`config.mk`:
```
export PLATFORM = sky130hd
export DESIGN_NAME = rfc_bank
export DESIGN_NICKNAME = d
export VERILOG_FILES = /design/src/rtl/rfc_bank.sv
export SDC_FILE = /design/constraint.sdc
export NUM_CORES = 2
export LEC_CHECK = 0
export BUFFER_PORTS_ARGS = -buffer_cell sky130_fd_sc_hd__buf_4
export CAP_MARGIN = 20
export CORE_MARGIN = 2
export CORE_UTILIZATION = 30
export CTS_CLUSTER_SIZE = 24
export DETAILED_ROUTE_END_ITERATION = 7
export SETUP_SLACK_MARGIN = 0.5
export SYNTH_ARGS = -nofsm -noshare
export SYNTH_HDL_FRONTEND = slang
export SYNTH_SLANG_ARGS = --single-unit
```
`constraint.sdc`:
```
create_clock -name clk -period 2.4 [get_ports clk]
set_input_delay 0 -clock clk [delete_from_list [all_inputs] [get_ports clk]]
set_output_delay 0 -clock clk [all_outputs]
set_load 0.01 [all_outputs]
```
`src/rtl/rfc_bank.sv`:
```
// rfc_bank: one frame store bank, one write and one registered read port
// no dependencies
module rfc_bank #(
	parameter int DEPTH = 256,
	parameter int AW    = 8
) (
	input  logic          clk,
	input  logic          we,
	input  logic [AW-1:0] waddr,
	input  logic [7:0]    wdata,
	input  logic [AW-1:0] raddr,
	output logic [7:0]    rdata
);
	logic [7:0] mem [DEPTH];

	// write port
	always_ff @(posedge clk) begin
		if (we) begin
			mem[waddr] <= wdata;
		end
	end

	// registered read port
	always_ff @(posedge clk) begin
		rdata <= mem[raddr];
	end
endmodule

```
* After elaboration in Yosys (flattened, before gate mapping)
Memories as Yosys holds them, arrays and structs flattened. A register that Yosys moved wholly into a read port is not among the register bits.
Index checks and enable logic that the tools add are counted.
** Storage, ports and cells
- Register bits :: 0
- Output and inout bits :: 8
- Word-level logic and storage cells :: 3
- Memories :: 1
- Input bits :: 26
- RAM bits :: 2048
** Memory list
- mem :: words 256, bits a word 8, rd ports 1, clocked after memory_dff 1, wr ports 1, line 14 : logic [7:0] mem [DEPTH];
** Cells by class
- Muxes and demuxes :: 2
** Operators with widths (number)
- 2-to-1 mux 1 bit :: 2

* Longest topological paths before layout
- Depth in word-level cells :: 2
- Gate-level depth with buffers :: 11

* Worst setup path after synthesis
No wires, ideal clock.
- Path type :: in2reg
- From :: input port raddr[0]
- To :: register rdata[2] (read register of mem)
- Library setup time :: 0.131 ns
- Stages :: 9
- Arrival time :: 1.807 ns
- Required time :: 2.269 ns
- Slack :: 0.462 ns
- Buffers on the path :: 4
- Cells stage by stage :: buf_6 > buf_12 > buf_8 > buf_2 > mux4_2 > a22oi_1 > a21oi_1 > nor4_1 > nor4_2
** RTL lines
- from (decl) :: line 11 : input logic [AW-1:0] raddr,
- to (decl) :: line 12 : output logic [7:0] rdata

==> impl_metrics.yaml <==
synth:
  netlist_instances: 3733
  synthSimpleGateAreaFrac: 0.0263
  async_flop_share: 0
  synthMuxAreaShare: 0.146
  synth_top_family_by_area: "multiplexers"
  synth-edff-count: 2048
  syn_area_um2: 79600
  synthDistinctLibCells: 55
  ys_seq_elements: 2056
  syn_avg_cell_area_um2: 21.3
  synthAdderAreaFrac: 0
  synth-compound-area-share: 0.0342
  yosys_warnings: 0
  synth_ff_type: "edfxtp_1"
  synth.net_count: 3759
  synth_xor_area_frac: 0
  ys_seq_area_frac: 0.775
route:
  via_count: 40871
  wl_per_cell_um: 26.0
  drt_first_pass_iters: 6
  top_layer: "met4"
  ant_nets: 0
  dr_wl_met3_um: 15500
  met2WireLength_um: 102000
  drt_iter0_markers: 4516
  routed_wl_um: 211000
  vias_per_cell: 5.05
  drt-met1-wl_um: 86900
  drc: 0
clocking:
  cts.sinks: 2056
  cts_buffers: 210
  clk_pin_slew_ps: 60
  htree_levels: 4
  worstSkewPairLatency_ps: 860
  cts_buffer_depth: 3
  cts_tree: "built"
  ctsRootBufferMaster: "clkbuf_16"
  postCtsSetupRepairBufs: 0
critical_path:
  timing.rr.start: "mem[139][3]$_DFFE_PP_"
  critPathMaxStageDelay_ps: 550
  arrival_ps: 2990
  critPathMaxFanout: 1
  path_buf_inv: 1
  required_ps: 3110
  reg2reg_to: "rdata[3]$_DFF_P_"
  crit_chain: "mux4_2, a22oi_1, a21oi_1, nor4_1, buf_4, nor4_4"
  critPathSlowestCell: "nor4_1"
  rr_worst_depth: 6
  critPathTopFamily: "simple AND/OR/NAND/NOR gates"
  cp-end-kind: "flip-flop"
  crit_type: "flip-flop to flip-flop"
  worstSetupStartpointType: "flip-flop"
  rrSetupSlack_ps: 120
finish:
  final_common_cell: "edfxtp_1"
  final_layout_size_suffix_gt1_frac: 0.322
  final_nets: 4402
  n_fill_cell: 24212
  final_cell_mix: "2,048 x edfxtp_1, 557 x buf_4, 454 x mux4_2"
  finalNonFillerCells: 8092
  area_delta_synth_final_pct: 20.6
sta:
  fmax_ghz: 0.439
  fin_crit_sh: 0.949
  slew_viol_final: 0
  hold_ws_ps: 109
  setup_tns_ps: 0
  tightest_slew_ps: 1050
  rsz0062_at_grt: "true"
  clock_skew_ps: 54.1
  hold_violations: 0
  slew_headroom: 0.299
  setup_viol: 0
  period_needed_ps: 2280
placed_design:
  dp_cells: 7678
  dp_hpwl_um: 136000
  place_congestion: 0.840
  buffer_ports.inserted: 33
hold_path:
  hold_path.class: "primary input to flip-flop"
  hold_start: "wdata[2]"
  worstHoldEndpoint: "mem[81][2]$_DFFE_PP_"
  whs_path_depth: 2
grt:
  grt_pass1_vias: 41078
  antenna_found_initial: 8
  grt_pass1_wl_um: 303000
  gr-usage-all-layers: 0.154
  grt_overflow: 0
  grt_max_degree: 104
status:
  status: "complete, no violations"
power:
  switchingPower_uw: 16500
  p_comb_frac: 0.055
  switching_share: 0.216
  p_clk_frac: 0.426
  vdd_ir_drop_max_mv: 0.796
  powerDensity_nw_per_um2: 798
  sequentialPowerShare: 0.518
  finalPower_uw: 76600
  leakage_uw: 0.0304
  internal-power_uw: 60000
die:
  num_rows: 189
  die-area_um2: 269000
  core_um2: 264000
  ios: 34
  die_x_um: 519
  start_util: 0.301
  die_h_um: 519
job:
  max_cap_violations: 0
## state kept, by name, summed over array words and instances, names as in the netlist
name   cells
mem     2048
rdata      8
## synth_stat cells (3+ instances only)
cell type     n  area share
o32ai_1       4     0.00044
dfxtp_1       8      0.0020
nor4_2        3     0.00047
mux4_2      454        0.13
and2_1        6     0.00047
nor4_1       24      0.0019
buf_1        22      0.0010
o211ai_1     10     0.00094
nor2_1      282       0.013
or2_2         4     0.00031
buf_12        8      0.0020
a211oi_1     16      0.0015
a221oi_1     13      0.0014
o21ai_0      10     0.00063
edfxtp_1   2048        0.77
a21oi_1      96      0.0060
nand3_1      34      0.0021
clkbuf_1    111      0.0052
mux2i_1     134       0.017
nor3_1       22      0.0014
nand2b_1      8     0.00063
o22ai_1      28      0.0022
nor2b_1      31      0.0024
buf_8        13      0.0025
buf_6        21      0.0030
nand2_1      33      0.0016
buf_4        27      0.0025
o221ai_1     46      0.0051
o22a_1        5     0.00055
a22oi_1     133       0.013
a22o_1        8     0.00088
buf_2        31      0.0020
nand4_1      10     0.00079
## cell type report
cell class	instances	area [um2]	area share
multi-input combinational	1442	16900	0.177
timing repair buffer	664	6050	0.0630
clock buffer	266	5550	0.0578
clock inverter	127	1340	0.0140
tap	3533	4420	0.0461
sequential	2056	61700	0.642
antenna	2	5.00	0.0000521
inverter	2	7.51	0.0000782
## what timing repair did
item | in CTS | in global routing
endpoints found under the hold margin | 2215 | 0
hold buffers | 19 | 0
pin swaps | 15 | 16
endpoints found under the setup margin | 8 | 44
resized for setup | 46 | 38
cloned | 0 | 0
## cell families after synthesis
family	after synthesis
buf+inv	235
simple gates	466
compound gates	385
mux	591
flops	2056
## power groups by stage
stage                     clock network [uW]  logic [uW]  registers, uW
after floorplan                            0        1930          40400
after global placement                     0        4070          40400
after detailed placement                   0        4110          40400
after CTS                              33200        4230          39700
after global routing                   34500        4460          39700
final                                  32600        4230          39700
## per-stage QoR
step / util / setup slack [ps] / cell area (um2)
6_report: 0.363 / 123 / 96000
5_1_grt: 0.363 / 111 / 96000
4_1_cts: 0.362 / 112 / 95800
3_5_place_dp: 0.334 / -685 / 88400
3_3_place_gp: 0.334 / -681 / 88400
2_1_floorplan: - / 502 / 79600
## layer usage
| metal | global-route usage | vias up |
|---|---|---|
| li1 | - | 17018 |
| met1 | 0.210 | 21798 |
| met2 | 0.251 | 1732 |
| met3 | 0.0269 | 323 |
| met4 | 0.0417 | 0 |
| met5 | 0 | - |
## worst max path at each step
stage	start	endpoint	slack [ps]	depth (start not counted)
floorplan	raddr[1]	rdata[6]$_DFF_P_	500	9
global placement	raddr[0]	rdata[2]$_DFF_P_	-680	9
detailed placement	raddr[0]	rdata[2]$_DFF_P_	-680	9
CTS	mem[80][5]$_DFFE_PP_	rdata[5]$_DFF_P_	110	8
global route	mem[27][5]$_DFFE_PP_	rdata[5]$_DFF_P_	110	8
finish	mem[139][3]$_DFFE_PP_	rdata[3]$_DFF_P_	120	6
(Power assumes the default switching activity.)
